===== src/sv/rtp_pkg.sv =====
`default_nettype none
package rtp_pkg;

  localparam int QueueDepthDefault = 2;

  // Parse phases, one-hot.
  typedef enum logic [28:0] {
    PH_LEAD       = 29'd1 << 0,
    PH_Y1         = 29'd1 << 1,
    PH_Y2         = 29'd1 << 2,
    PH_Y3         = 29'd1 << 3,
    PH_DASH1      = 29'd1 << 4,
    PH_M0         = 29'd1 << 5,
    PH_M1         = 29'd1 << 6,
    PH_DASH2      = 29'd1 << 7,
    PH_D0         = 29'd1 << 8,
    PH_D1         = 29'd1 << 9,
    PH_AFTER_DATE = 29'd1 << 10,
    PH_DATE_WS    = 29'd1 << 11,
    PH_H0         = 29'd1 << 12,
    PH_H1         = 29'd1 << 13,
    PH_C1         = 29'd1 << 14,
    PH_MI0        = 29'd1 << 15,
    PH_MI1        = 29'd1 << 16,
    PH_C2         = 29'd1 << 17,
    PH_S0         = 29'd1 << 18,
    PH_S1         = 29'd1 << 19,
    PH_AFTER_SEC  = 29'd1 << 20,
    PH_FRAC_FIRST = 29'd1 << 21,
    PH_FRAC       = 29'd1 << 22,
    PH_OH0        = 29'd1 << 23,
    PH_OH1        = 29'd1 << 24,
    PH_OC         = 29'd1 << 25,
    PH_OM0        = 29'd1 << 26,
    PH_OM1        = 29'd1 << 27,
    PH_TAIL       = 29'd1 << 28
  } phase_t;

  // Back-end sequencer states, one-hot.
  typedef enum logic [5:0] {
    BS_IDLE  = 6'b000001,
    BS_DAYS  = 6'b000010,
    BS_DOE   = 6'b000100,
    BS_SECS  = 6'b001000,
    BS_FRAC  = 6'b010000,
    BS_OUT   = 6'b100000
  } bstate_t;

  // One classified literal, handed from the parser to the converter.
  typedef struct packed {
    logic        ok;
    logic        day_only;
    logic [13:0] year;
    logic [3:0]  month;
    logic [4:0]  day;
    logic [4:0]  hour;
    logic [5:0]  minute;
    logic [5:0]  second;
    logic [29:0] frac;
    logic [3:0]  frac_cnt;
    logic        off_neg;
    logic [4:0]  off_hour;
    logic [5:0]  off_minute;
  } lit_t;

  localparam logic [4:0] MonthLen [12] = '{5'd31, 5'd28, 5'd31, 5'd30, 5'd31, 5'd30,
                                           5'd31, 5'd31, 5'd30, 5'd31, 5'd30, 5'd31};

  // Days before month (March-based year), i.e. (153*mm+2)/5.
  localparam logic [8:0] DoyBase [12] = '{9'd0, 9'd31, 9'd61, 9'd92, 9'd122, 9'd153,
                                          9'd184, 9'd214, 9'd245, 9'd275, 9'd306, 9'd337};

endpackage
`default_nettype wire


===== src/sv/rfc3339_timestamp_parser_top.sv =====
`default_nettype none
// Channel   Direction  Signals
// in_       input      in_valid, in_ready, in_char_byte, in_is_last
// out_      output     out_valid, out_ready, out_valid_res .. out_nanoseconds
//
// Characters are taken one per cycle; only a last character waits on queue space.
// The back end steps each literal through DAYS, DOE, SECS, FRAC and OUT, scaling
// the fraction one digit per cycle; literals queue two deep in between.
// Reset (rst_n low, synchronous) returns the parser to leading whitespace.
module rfc3339_timestamp_parser_top
  import rtp_pkg::*;
#(
  parameter int QueueDepth = QueueDepthDefault
) (
  input  wire logic        clk,
  input  wire logic        rst_n,
  input  wire logic        in_valid,
  output logic             in_ready,
  input  wire logic [7:0]  in_char_byte,
  input  wire logic        in_is_last,
  output logic             out_valid,
  input  wire logic        out_ready,
  output logic             out_valid_res,
  output logic [13:0]      out_year,
  output logic [3:0]       out_month,
  output logic [4:0]       out_day,
  output logic             out_day_only,
  output logic signed [38:0] out_epoch_seconds,
  output logic [29:0]      out_nanoseconds
);

  logic f_valid, f_ready, b_valid, b_ready;
  lit_t f_lit, b_lit;

  rtp_front u_front (
    .clk, .rst_n, .in_valid, .in_ready, .in_char_byte, .in_is_last,
    .lit_valid(f_valid), .lit(f_lit), .lit_ready(f_ready)
  );

  rtp_queue #(.Depth(QueueDepth)) u_queue (
    .clk, .rst_n, .wr_valid(f_valid), .wr_ready(f_ready), .wr_data(f_lit),
    .rd_valid(b_valid), .rd_ready(b_ready), .rd_data(b_lit)
  );

  rtp_back u_back (
    .clk, .rst_n, .lit_valid(b_valid), .lit_ready(b_ready), .lit(b_lit),
    .out_valid, .out_ready, .out_valid_res, .out_year, .out_month, .out_day,
    .out_day_only, .out_epoch_seconds, .out_nanoseconds
  );

  a_rej_zero: assert property (@(posedge clk) disable iff (!rst_n)
    out_valid && !out_valid_res |-> out_epoch_seconds == '0 && out_year == '0)
    else $error("rejected literal carries data");
  a_ns_range: assert property (@(posedge clk) disable iff (!rst_n)
    out_valid |-> out_nanoseconds < 30'd1000000000)
    else $error("nanoseconds out of range");
  a_last_wait: assert property (@(posedge clk) disable iff (!rst_n)
    in_valid && !in_is_last |-> in_ready)
    else $error("front stalled on a middle character");

endmodule
`default_nettype wire


===== src/sv/rtp_front.sv =====
`default_nettype none
module rtp_front
  import rtp_pkg::*;
(
  input  wire logic       clk,
  input  wire logic       rst_n,
  input  wire logic       in_valid,
  output logic            in_ready,
  input  wire logic [7:0] in_char_byte,
  input  wire logic       in_is_last,
  output logic            lit_valid,
  output lit_t            lit,
  input  wire logic       lit_ready
);

  phase_t      phase_r, phase_nxt;
  logic        err_r, err_nxt;
  logic [13:0] year_r, year_nxt;
  logic [6:0]  mon_r, mon_nxt, day_r, day_nxt, hr_r, hr_nxt, mi_r, mi_nxt, se_r, se_nxt;
  logic [6:0]  oh_r, oh_nxt, om_r, om_nxt;
  logic [29:0] fr_r, fr_nxt;
  logic [3:0]  fc_r, fc_nxt;
  logic        neg_r, neg_nxt;

  logic        is_ws, is_dig, leap, date_ok, ok, donly;
  logic [3:0]  dv;
  logic [4:0]  lim;
  logic [7:0]  c;
  logic        take;
  logic [26:0] ycent_prod;
  logic [7:0]  ycent;
  logic [13:0] yrem;

  assign c = in_char_byte;
  assign in_ready = lit_ready || !in_is_last;
  assign take = in_valid && in_ready;
  assign is_ws = (c == 8'd32) || (c >= 8'd9 && c <= 8'd13);
  assign is_dig = (c >= 8'h30) && (c <= 8'h39);
  assign dv = c[3:0];

  // The year is complete whenever a literal can be accepted, so the leap test
  // works from the registered year. Century and remainder come from a
  // reciprocal multiplication that is exact over the 14-bit range.
  assign ycent_prod = 27'(year_r) * 27'd5243;
  assign ycent = ycent_prod[26:19];
  assign yrem = year_r - 14'(ycent) * 14'd100;

  function automatic logic [6:0] sh7(input logic [6:0] a, input logic [3:0] d);
    sh7 = 7'((a << 3) + (a << 1) + 7'(d));
  endfunction

  always_comb begin
    phase_nxt = phase_r;
    err_nxt = err_r;
    year_nxt = year_r;
    mon_nxt = mon_r; day_nxt = day_r; hr_nxt = hr_r; mi_nxt = mi_r; se_nxt = se_r;
    oh_nxt = oh_r; om_nxt = om_r; fr_nxt = fr_r; fc_nxt = fc_r; neg_nxt = neg_r;
    if (!err_r) begin
      unique case (phase_r)
        PH_LEAD, PH_Y1, PH_Y2, PH_Y3: begin
          if (phase_r == PH_LEAD && is_ws) begin
          end else if (!is_dig) begin
            err_nxt = 1'b1;
          end else begin
            year_nxt = 14'((year_r << 3) + (year_r << 1) + 14'(dv));
            unique case (phase_r)
              PH_LEAD: phase_nxt = PH_Y1;
              PH_Y1:   phase_nxt = PH_Y2;
              PH_Y2:   phase_nxt = PH_Y3;
              default: phase_nxt = PH_DASH1;
            endcase
          end
        end
        PH_DASH1: if (c == "-") phase_nxt = PH_M0; else err_nxt = 1'b1;
        PH_DASH2: if (c == "-") phase_nxt = PH_D0; else err_nxt = 1'b1;
        PH_C1:    if (c == ":") phase_nxt = PH_MI0; else err_nxt = 1'b1;
        PH_C2:    if (c == ":") phase_nxt = PH_S0; else err_nxt = 1'b1;
        PH_OC:    if (c == ":") phase_nxt = PH_OM0; else err_nxt = 1'b1;
        PH_M0, PH_M1: begin
          if (!is_dig) err_nxt = 1'b1;
          else begin
            mon_nxt = sh7(mon_r, dv);
            phase_nxt = (phase_r == PH_M0) ? PH_M1 : PH_DASH2;
          end
        end
        PH_D0, PH_D1: begin
          if (!is_dig) err_nxt = 1'b1;
          else begin
            day_nxt = sh7(day_r, dv);
            phase_nxt = (phase_r == PH_D0) ? PH_D1 : PH_AFTER_DATE;
          end
        end
        PH_H0, PH_H1: begin
          if (!is_dig) err_nxt = 1'b1;
          else begin
            hr_nxt = sh7(hr_r, dv);
            phase_nxt = (phase_r == PH_H0) ? PH_H1 : PH_C1;
          end
        end
        PH_MI0, PH_MI1: begin
          if (!is_dig) err_nxt = 1'b1;
          else begin
            mi_nxt = sh7(mi_r, dv);
            phase_nxt = (phase_r == PH_MI0) ? PH_MI1 : PH_C2;
          end
        end
        PH_S0, PH_S1: begin
          if (!is_dig) err_nxt = 1'b1;
          else begin
            se_nxt = sh7(se_r, dv);
            phase_nxt = (phase_r == PH_S0) ? PH_S1 : PH_AFTER_SEC;
          end
        end
        PH_OH0, PH_OH1: begin
          if (!is_dig) err_nxt = 1'b1;
          else begin
            oh_nxt = sh7(oh_r, dv);
            phase_nxt = (phase_r == PH_OH0) ? PH_OH1 : PH_OC;
          end
        end
        PH_OM0, PH_OM1: begin
          if (!is_dig) err_nxt = 1'b1;
          else begin
            om_nxt = sh7(om_r, dv);
            phase_nxt = (phase_r == PH_OM0) ? PH_OM1 : PH_TAIL;
          end
        end
        PH_AFTER_DATE: begin
          if (is_ws) phase_nxt = PH_DATE_WS;
          else if (c == "T") phase_nxt = PH_H0;
          else err_nxt = 1'b1;
        end
        PH_DATE_WS, PH_TAIL: if (!is_ws) err_nxt = 1'b1;
        PH_AFTER_SEC, PH_FRAC_FIRST, PH_FRAC: begin
          if (phase_r == PH_AFTER_SEC && c == ".") begin
            phase_nxt = PH_FRAC_FIRST;
          end else if (phase_r != PH_AFTER_SEC && is_dig) begin
            if (fc_r < 4'd9) begin
              fr_nxt = 30'((fr_r << 3) + (fr_r << 1) + 30'(dv));
              fc_nxt = fc_r + 4'd1;
            end
            phase_nxt = PH_FRAC;
          end else if (phase_r == PH_FRAC_FIRST) begin
            err_nxt = 1'b1;
          end else if (c == "Z" || is_ws) begin
            phase_nxt = PH_TAIL;
          end else if (c == "+" || c == "-") begin
            neg_nxt = (c == "-");
            phase_nxt = PH_OH0;
          end else begin
            err_nxt = 1'b1;
          end
        end
        default: err_nxt = 1'b1;
      endcase
    end
  end

  // Classification of the literal as it stands after the last character.
  always_comb begin
    leap = (year_r[1:0] == 2'b00 && yrem != 14'd0)
        || (yrem == 14'd0 && ycent[1:0] == 2'b00);
    date_ok = 1'b0;
    lim = 5'd0;
    if (mon_nxt >= 7'd1 && mon_nxt <= 7'd12 && day_nxt >= 7'd1) begin
      lim = MonthLen[4'(mon_nxt - 7'd1)];
      if (mon_nxt == 7'd2 && leap) lim = 5'd29;
      date_ok = (day_nxt <= 7'(lim));
    end
    donly = (phase_nxt == PH_AFTER_DATE) || (phase_nxt == PH_DATE_WS);
    ok = 1'b0;
    if (!err_nxt) begin
      if (donly) ok = date_ok;
      else if (phase_nxt == PH_AFTER_SEC || phase_nxt == PH_FRAC || phase_nxt == PH_TAIL)
        ok = date_ok && hr_nxt <= 7'd23 && mi_nxt <= 7'd59 && se_nxt <= 7'd59
          && oh_nxt <= 7'd23 && om_nxt <= 7'd59;
    end
  end

  assign lit_valid = in_valid && in_is_last;
  always_comb begin
    lit.ok = ok;
    lit.day_only = donly;
    lit.year = year_nxt;
    lit.month = mon_nxt[3:0];
    lit.day = day_nxt[4:0];
    lit.hour = hr_nxt[4:0];
    lit.minute = mi_nxt[5:0];
    lit.second = se_nxt[5:0];
    lit.frac = fr_nxt;
    lit.frac_cnt = fc_nxt;
    lit.off_neg = neg_nxt;
    lit.off_hour = oh_nxt[4:0];
    lit.off_minute = om_nxt[5:0];
  end

  always_ff @(posedge clk) begin
    if (!rst_n || (take && in_is_last)) begin
      phase_r <= PH_LEAD;
      err_r <= 1'b0;
      year_r <= '0; mon_r <= '0; day_r <= '0; hr_r <= '0; mi_r <= '0; se_r <= '0;
      oh_r <= '0; om_r <= '0; fr_r <= '0; fc_r <= '0; neg_r <= 1'b0;
    end else if (take) begin
      phase_r <= phase_nxt;
      err_r <= err_nxt;
      year_r <= year_nxt; mon_r <= mon_nxt; day_r <= day_nxt; hr_r <= hr_nxt;
      mi_r <= mi_nxt; se_r <= se_nxt; oh_r <= oh_nxt; om_r <= om_nxt;
      fr_r <= fr_nxt; fc_r <= fc_nxt; neg_r <= neg_nxt;
    end
  end

endmodule
`default_nettype wire


===== src/sv/rtp_queue.sv =====
`default_nettype none
module rtp_queue
  import rtp_pkg::*;
#(
  parameter int Depth = QueueDepthDefault
) (
  input  wire logic clk,
  input  wire logic rst_n,
  input  wire logic wr_valid,
  output logic      wr_ready,
  input  wire lit_t wr_data,
  output logic      rd_valid,
  input  wire logic rd_ready,
  output lit_t      rd_data
);

  localparam int AW = (Depth > 1) ? $clog2(Depth) : 1;

  lit_t mem [Depth];
  logic [AW-1:0] wp_r, rp_r;
  logic [AW:0]   cnt_r;
  logic wr, rd;

  assign wr_ready = (cnt_r != (AW+1)'(Depth));
  assign rd_valid = (cnt_r != '0);
  assign wr = wr_valid && wr_ready;
  assign rd = rd_valid && rd_ready;
  assign rd_data = mem[rp_r];

  always_ff @(posedge clk) begin
    if (wr) mem[wp_r] <= wr_data;
  end

  always_ff @(posedge clk) begin
    if (!rst_n) begin
      wp_r <= '0;
      rp_r <= '0;
      cnt_r <= '0;
    end else begin
      if (wr) wp_r <= (wp_r == AW'(Depth - 1)) ? '0 : wp_r + 1'b1;
      if (rd) rp_r <= (rp_r == AW'(Depth - 1)) ? '0 : rp_r + 1'b1;
      cnt_r <= cnt_r + (AW+1)'(wr) - (AW+1)'(rd);
    end
  end

endmodule
`default_nettype wire


===== src/sv/rtp_back.sv =====
`default_nettype none
module rtp_back
  import rtp_pkg::*;
(
  input  wire logic clk,
  input  wire logic rst_n,
  input  wire logic lit_valid,
  output logic      lit_ready,
  input  wire lit_t lit,
  output logic             out_valid,
  input  wire logic        out_ready,
  output logic             out_valid_res,
  output logic [13:0]      out_year,
  output logic [3:0]       out_month,
  output logic [4:0]       out_day,
  output logic             out_day_only,
  output logic signed [38:0] out_epoch_seconds,
  output logic [29:0]      out_nanoseconds
);

  bstate_t st_r;
  lit_t    l_r;
  logic [13:0] yoe_r;       // year of era: 0..399 after shifting, era -1..24
  logic [5:0]  era_r;
  logic [8:0]  doy_r;
  logic signed [22:0] days_r;
  logic signed [38:0] secs_r;
  logic [29:0] ns_r;
  logic [3:0]  fk_r;

  logic [13:0] ysh;
  logic [3:0]  mm;
  logic [26:0] era_prod;
  logic [5:0]  era_c;
  logic [13:0] yoe_c;
  logic [18:0] cent_prod;
  logic [18:0] doe_c;

  assign lit_ready = (st_r == BS_IDLE);

  // Shifted year is nonnegative except year 0 in Jan/Feb, which lands in era -1.
  // Division by 400 and by 100 use reciprocal multiplications that are exact
  // over the ranges that reach them.
  always_comb begin
    ysh = l_r.year - ((l_r.month <= 4'd2) ? 14'd1 : 14'd0);
    mm = (l_r.month > 4'd2) ? l_r.month - 4'd3 : l_r.month + 4'd9;
    era_prod = 27'(ysh) * 27'd5243;
    era_c = era_prod[26:21];
    yoe_c = ysh - 14'(era_c) * 14'd400;
    cent_prod = 19'(yoe_r) * 19'd41;
    doe_c = 19'(yoe_r) * 19'd365 + 19'(yoe_r >> 2) - 19'(cent_prod[18:12]) + 19'(doy_r);
  end

  always_ff @(posedge clk) begin
    if (!rst_n) begin
      st_r <= BS_IDLE;
      out_valid <= 1'b0;
    end else begin
      unique case (st_r)
        BS_IDLE: if (lit_valid) begin
          l_r <= lit;
          st_r <= BS_DAYS;
        end
        BS_DAYS: begin
          if (l_r.year == 14'd0 && l_r.month <= 4'd2) begin
            era_r <= 6'd63;
            yoe_r <= 14'd399;
          end else begin
            era_r <= era_c;
            yoe_r <= yoe_c;
          end
          doy_r <= DoyBase[mm] + 9'(l_r.day) - 9'd1;
          st_r <= BS_DOE;
        end
        BS_DOE: begin
          days_r <= 23'(signed'(era_r)) * 23'sd146097 + 23'(doe_c) - 23'sd719468;
          st_r <= BS_SECS;
        end
        BS_SECS: begin
          secs_r <= 39'(days_r) * 39'sd86400;
          ns_r <= l_r.frac;
          fk_r <= l_r.frac_cnt;
          st_r <= BS_FRAC;
        end
        BS_FRAC: begin
          // One decimal scale step per cycle until nine digits are reached.
          if (!l_r.day_only && fk_r < 4'd9) begin
            ns_r <= 30'((ns_r << 3) + (ns_r << 1));
            fk_r <= fk_r + 4'd1;
          end else begin
            if (!l_r.day_only) begin
              secs_r <= secs_r + 39'(l_r.hour) * 39'sd3600 + 39'(l_r.minute) * 39'sd60
                + 39'(l_r.second)
                + (l_r.off_neg ? 39'sd1 : -39'sd1)
                  * (39'(l_r.off_hour) * 39'sd3600 + 39'(l_r.off_minute) * 39'sd60);
            end else begin
              ns_r <= '0;
            end
            st_r <= BS_OUT;
          end
        end
        BS_OUT: begin
          if (!out_valid) begin
            out_valid <= 1'b1;
            out_valid_res <= l_r.ok;
            out_year <= l_r.ok ? l_r.year : '0;
            out_month <= l_r.ok ? l_r.month : '0;
            out_day <= l_r.ok ? l_r.day : '0;
            out_day_only <= l_r.ok && l_r.day_only;
            out_epoch_seconds <= l_r.ok ? secs_r : '0;
            out_nanoseconds <= l_r.ok ? ns_r : '0;
            st_r <= BS_IDLE;
          end
        end
        default: st_r <= BS_IDLE;
      endcase
      if (out_valid && out_ready) out_valid <= 1'b0;
    end
  end

endmodule
`default_nettype wire

===== config.mk =====
export PLATFORM = sky130hd
export DESIGN_NAME = rfc3339_timestamp_parser_top
export DESIGN_NICKNAME = d
export VERILOG_FILES = /design/src/sv/rtp_pkg.sv /design/src/sv/rfc3339_timestamp_parser_top.sv /design/src/sv/rtp_front.sv /design/src/sv/rtp_queue.sv /design/src/sv/rtp_back.sv
export SDC_FILE = /design/constraint.sdc
export NUM_CORES = 2
export LEC_CHECK = 0
export BUFFER_PORTS_ARGS = -buffer_cell sky130_fd_sc_hd__buf_4
export CAP_MARGIN = 30
export CORE_MARGIN = 2
export CORE_UTILIZATION = 25
export DETAILED_ROUTE_END_ITERATION = 10
export SYNTH_ARGS = -nofsm -noshare
export SYNTH_HDL_FRONTEND = slang
export SYNTH_SLANG_ARGS = --single-unit
export TNS_END_PERCENT = 100

===== constraint.sdc =====
create_clock -name clk -period 15.6 [get_ports clk]
set_clock_uncertainty 0.05 [all_clocks]
set_input_delay 0 -clock clk [delete_from_list [all_inputs] [get_ports clk]]
set_output_delay 0 -clock clk [all_outputs]
set_load 0.02 [all_outputs]

Word level (Yosys, flattened, before mapping)
Memory sizes are Yosys's and may differ from the RTL's. A register that Yosys moved wholly into a read port is not among the register bits.
Cells that the tools add are included.
- multipliers: 13
- mux-type cells: 116
- order comparisons: 19
- $add $sub $neg: 43
- bitwise gates (word level): 4
- reduce and logical (&&, ||, !) cells: 65
- equality and inequality tests: 56
- div/mod/pow operators: 0
- shift-type cells: 0
- operator list (cell ; count):
    29-bit two-way mux ; 23
    29-bit case mux with 15 select lines ; 1
    30-bit two-way mux ; 7
    7-bit two-way mux ; 21
    39-bit two-way mux ; 3
    39-bit case mux with 2 select lines ; 1
    30-bit adder ; 2
    30-bit case mux with 2 select lines ; 1
    29-bit by 11-bit equality test with 1-bit output (second input constant) ; 2
    29-bit by 12-bit equality test with 1-bit output (second input constant) ; 2
    29-bit by 21-bit equality test with 1-bit output (second input constant) ; 2
    29-bit by 23-bit equality test with 1-bit output (second input constant) ; 2
    29-bit equality test (second input constant) ; 2
    14-bit two-way mux ; 4
    14-bit by 13-bit multiplier with 27-bit output (second input constant) ; 2
    7-bit by 4-bit adder with 7-bit output ; 7
    7-bit adder ; 7
    14-bit subtractor ; 3
    8-bit by 6-bit equality test with 1-bit output (second input constant) ; 5
    39-bit by 12-bit adder with 39-bit output ; 1
    39-bit by 17-bit adder with 39-bit output ; 1
    39-bit adder ; 1
    39-bit by 6-bit adder with 39-bit output ; 1
    39-bit by 39-bit multiplier with 39-bit output ; 1
    other kinds (106) ; 214
- latch bits: 0
- bits in registers: 358
- logic and storage cells: 351
- memory bits (writable): 176
- memories kept: 3
- ROM bits: 224
- memories (memory ; words ; width ; rd ports ; clocked after memory_dff ; wr ports ; RTL line ; RTL):
    u_queue.mem ; 2 ; 88 ; 1 ; 1 ; 1 ; rtp_queue.sv:19 ; lit_t mem [Depth];
    (no name shown) ; 16 ; 9 ; 1 ; 0 ; 0 ; rtp_back.sv:72 ; doy_r <= DoyBase[mm] + 9'(l_r.day) - 9'd1;
    (no name shown) ; 16 ; 5 ; 1 ; 0 ; 0 ; rtp_front.sv:166 ; lim = MonthLen[4'(mon_nxt - 7'd1)];

Depth between registers and ports, before layout
- depth after elaboration: 22
- mapped depth: 48
- depth with buffers taken out: 48

By module
Synthesis repeated with hierarchy kept, for this count alone.
- cell total of the unflattened synthesis: 5876
- area total of the unflattened synthesis: 60809.6 um^2
- modules (own cells, without submodules) (module ; area each (um^2) ; cells each ; times used):
    rtp_back ; 37653.6 ; 3551 ; 1
    rtp_front ; 16467.0 ; 2022 ; 1
    rtp_queue ; 6688.9 ; 303 ; 1

Worst setup path before layout
OpenSTA, ideal clock, no wires.
- path kind: flip-flop to flip-flop
- from: reg u_back.l_r[0] (netlist bit)
- to: reg u_back.secs_r[35] (data pin)
- cell stages (with the launch flop): 40
- library setup time: 0.136 ns
- buffers on the path: 0
- data required time: 15.414 ns
- path slack: 4.517 ns
- arrival: 10.897 ns
- cells stage by stage: edfxtp_1 fa_1 inv_1 fa_1 inv_1 ha_1 a21o_1 a21oi_1 xnor2_1 ha_1 inv_1 o21ai_0 a21o_1 a21o_1 a21oi_1 o21ai_0 nor3b_1 nand3_1 (+4 left out) inv_1 fa_1 fa_1 inv_1 fa_1 fa_1 ha_1 ha_1 a21o_1 a21oi_1 nor2b_1 nor2_1 o2111a_1 o41ai_1 a41oi_1 nand2b_1 or4b_2 nand3_1
- cells in the longest elaborated chain, start to end: 7
- ends and longest elaborated chain (element ; RTL line ; RTL):
    from (decl) ; rtp_back.sv:22 ; lit_t l_r;
    from (signal assigned) ; rtp_back.sv:61 ; l_r <= lit;
    6-bit by 4-bit multiplier with 10-bit output ; rtp_back.sv:95 ; * (39'(l_r.off_hour) * 39'sd3600 + 39'(l_r.off_minute) * 39'sd60);
    17-bit by 12-bit adder with 18-bit output ; rtp_back.sv:95 ;
    39-bit by 39-bit multiplier with 39-bit output ; rtp_back.sv:95 ;
    39-bit adder ; rtp_back.sv:94 ; + (l_r.off_neg ? 39'sd1 : -39'sd1)
    39-bit two-way mux ; rtp_back.sv:91 ; if (!l_r.day_only) begin
    39-bit two-way mux ; rtp_back.sv:87 ; if (!l_r.day_only && fk_r < 4'd9) begin
    39-bit case mux with 2 select lines ; rtp_back.sv:59 ; unique case (st_r)
    to (signal assigned) ; rtp_back.sv:80 ; secs_r <= 39'(days_r) * 39'sd86400;
    to (signal assigned) ; rtp_back.sv:92 ; secs_r <= secs_r + 39'(l_r.hour) * 39'sd3600 + 39'(l_r.minute) * 39'sd60
    to (decl) ; rtp_back.sv:27 ; logic signed [38:0] secs_r;
No other way between the ends. The select of a mux whose other input is x is not followed.
A chain may end at the register's enable or synchronous reset.

Final worst setup path
- from: reg u_back.l_r[0] (netlist bit)
- to: reg u_back.secs_r[37] (data pin)
Same word-level chain as after synthesis.

==> out/results.tsv <==
stage	metric	value	unit
run_status	outcome	finished clean	
worst_hold_path	HP Class	in -> reg	
critical_path	Setup CP Type	reg -> reg	
synth	yosys warns	0	
clock_network	clk_lat worst skew	0.67	ns
timing	Tmin final	11.74	ns
critical_path	R2R cell count	40	
critical_path	CP endpoint kind	register	
routing	DRC viols	0	
die	Die Area	242400	um2
global_route	GRT overflow	0	
timing	Slew @ Worst Pin	1.041	ns
timing	unrepaired setup endpoints after global routing	no	
critical_path	reg2reg setup slack	3.86	ns
synth	asr flop ratio synth	0	
timing	relative slew slack	0.2993	
synth	Avg Cell Area, Syn	10.36	um2
global_route	vias in the first global route	41870	
critical_path	slowest stage delay, CP	0.93	ns
clock_network	Worst-path clk slew	0.06	ns
critical_path	R2R Path End	u_back.secs_r[37]$_DFFE_PP_	
clock_network	TritonCTS clock tree	built	
synth	synthesized netlist net count	7222	
routing	final wirelength	141300	um
layout	post-route cell area	66800	um2
clock_network	CTS buffer count	70	
routing	WL/cell	15.55	um
clock_network	root buf cell	clkbuf_16	
clock_network	Clock Tree Buf Depth	3	
place	hpwl dp	113800	um
synth	#FFs+latches synth	622	
die	Chip Height	492.4	um
clock_network	PostCTS Resize Cnt	0	
routing	DRT iter0 DRCs	2023	
timing	Tcrit/Tclk final	0.7528	
job	max-cap viol count	0	
synth	top cells by count, synth	inv_1 (1036), ha_1 (929), fa_1 (523)	
synth	Synth Flop Type	edfxtp_1	
critical_path	most frequent CP cell	fa_1	
clock_network	setup repair bufs after CTS	0	
timing	final hold vios	0	
die	Horiz. Die Dim	492.4	um
worst_hold_path	Hold Path Sink	u_queue.mem[1][11]$_DFFE_PP_	
timing	Final setup viols	0	
synth	leading area contributor after synthesis	edfxtp_1	
global_route	overall routing resource usage	0.1166	
critical_path	Max FO, Critical Path	17	
synth	top post-synthesis cells by area	edfxtp_1 (24%), ha_1 (19%), fa_1 (18%)	
global_route	largest net degree at the start of global routing	76	
die	core box area	237400	um2
synth	dominant cell by count in the synthesized netlist	inv_1	
critical_path	Crit. Startpoint	u_back.l_r[0]$_DFFE_PP_	
clock_network	CTS sink count	622	
routing	DRT Pass-1 Iters	7	
worst_hold_path	hold_sp	in_char_byte[1]	
layout	final design utilization	0.2814	
routing	routed via count	40190	
synth	synthesized area	59620	um2
die	I/O Pins	109	
worst_hold_path	WHS Path Cells	2	
die	Starting Density	0.2511	
routing	DRT antenna net count	0	
critical_path	Slowest-stage cell, CP	o41ai_1	
timing	Max Clk Rate	85.15	MHz
timing	worst hold slack	0.06722	ns
critical_path	worst path required time	15.95	ns
routing	DR vias/cell	4.423	
layout	layout cells sized above 1	0.07642	
critical_path	type of origin of the critical path	register	
critical_path	CP arrival	12.09	ns
synth	cells after synthesis	5757	
synth	share of the synthesized area in the top cell type	0.2433	
timing	Slew Viols, Final	0	
place	IO Port Bufs	108	
global_route	first-pass GRT wire length	228300	um
layout	Final #Nets	7323	
clock_network	H-tree levels	3	
synth	register area share after synthesis	0.2899	
global_route	antenna violations before repair	9	
critical_path	reg2reg start	u_back.l_r[0]$_DFFE_PP_	
synth	EDFF count, synth	483	
place	gpl congestion	0.8930	
synth	Yosys cell types	91	
clock_network	hold buffers post-CTS	14	
layout	Area Growth Syn to Fin	12.03	%
die	row cnt	179	
timing	setup_tns	0	ns
place	Post-DP Area	64210	um2
==> worst max-delay path: cells and delay by family, from the launching register on <==
| kind | cells | cell delay, ns |
|---|---|---|
| xor+xnor | 2 | 0.34 |
| fa+ha+maj | 12 | 5.50 |
| buf+inv | 6 | 0.75 |
| flops | 1 | 0.47 |
| compound gates | 13 | 3.22 |
| simple gates | 7 | 1.17 |
==> layout make-up <==
cell class,instances,area [um2]
Clock inverter,45,558.0
Fill cell,24690,170600
Sequential cell,622,17290
Clock buffer,84,1856
Timing Repair Buffer,151,1234
Tap cell,3167,3963
Antenna cell,3,7.507
Multi-Input combinational cell,3977,38000
Inverter,1036,3889
==> per-stage QoR <==
| step | instances | setup WS, ns |
|---|---|---|
| 5_1_grt | 9082 | 3.110 |
| 2_1_floorplan | 5757 | 4.517 |
| 3_3_place_gp | 8934 | 3.892 |
| 6_report | 9085 | 3.856 |
| 4_1_cts | 9081 | 3.824 |
| 3_5_place_dp | 8938 | 3.899 |
==> flip-flops by register name, summed over array words and instances, names as in the netlist, 9 cells and up <==
name / flops
u_back.out_year: 14
u_front.fr_r: 30
u_back.yoe_r: 14
u_queue.mem: 176
u_back.days_r: 23
u_back.out_nanoseconds: 30
u_front.year_r: 14
u_back.out_epoch_seconds: 39
u_back.secs_r: 39
u_back.l_r: 88
u_front.phase_r: 29
u_back.doy_r: 9
u_back.ns_r: 30
==> layer usage <==
layer / track usage / wire, um / vias to the layer above / share of wire
met5: 0 / 44 / - / 0.00031
met4: 0.03387 / 3526 / 8 / 0.025
met3: 0.01303 / 4971 / 167 / 0.035
met2: 0.1982 / 67260 / 654 / 0.48
met1: 0.1553 / 65450 / 19720 / 0.46
li1: - / - / 19640 / -
==> logic make-up after synthesis <==
group,count (synthesis),synth area share
fa+ha+maj,1452,0.3706
simple gates,1223,0.1046
buf+inv,1158,0.07395
compound gates,852,0.08931
flops,622,0.2899
xor+xnor,310,0.04554
mux,140,0.02606
==> cells in the final DEF (no fill, tap or decap), types with 11 or more instances in the layout <==
master / n
nand2_1: 336
and3_1: 20
nand2b_1: 80
ha_1: 929
edfxtp_1: 483
or2_2: 25
a21o_1: 95
fa_1: 523
a31oi_1: 23
nor2b_1: 24
a211oi_1: 51
o31ai_1: 17
nor4_1: 29
clkbuf_16: 71
mux2i_1: 22
nand3b_1: 11
xnor2_1: 215
o21a_1: 23
xor2_1: 95
a21oi_1: 309
o211ai_1: 14
inv_1: 1036
dlygate4sd3_1: 14
and2_1: 129
nor3_1: 90
nor2_1: 252
or3_1: 27
or4_1: 13
dfxtp_1: 138
nand4_1: 35
o21ai_0: 175
buf_4: 132
mux2_2: 116
o21bai_1: 42
nand3_1: 81
==> worst max path at each step <==
stage	to	slack (ns)	depth (start not counted)
after global routing	u_back.secs_r[37]$_DFFE_PP_	3.11	40
after global placement	u_back.secs_r[37]$_DFFE_PP_	3.89	40
after detailed placement	u_back.secs_r[37]$_DFFE_PP_	3.90	40
final	u_back.secs_r[37]$_DFFE_PP_	3.86	40
after CTS	u_back.secs_r[37]$_DFFE_PP_	3.82	40
after floorplan	u_back.secs_r[35]$_DFFE_PP_	4.52	39
Power is left out: the tool's default activity adds up to more than one toggle a clock period on the data nets, which glitch-free logic cannot reach.
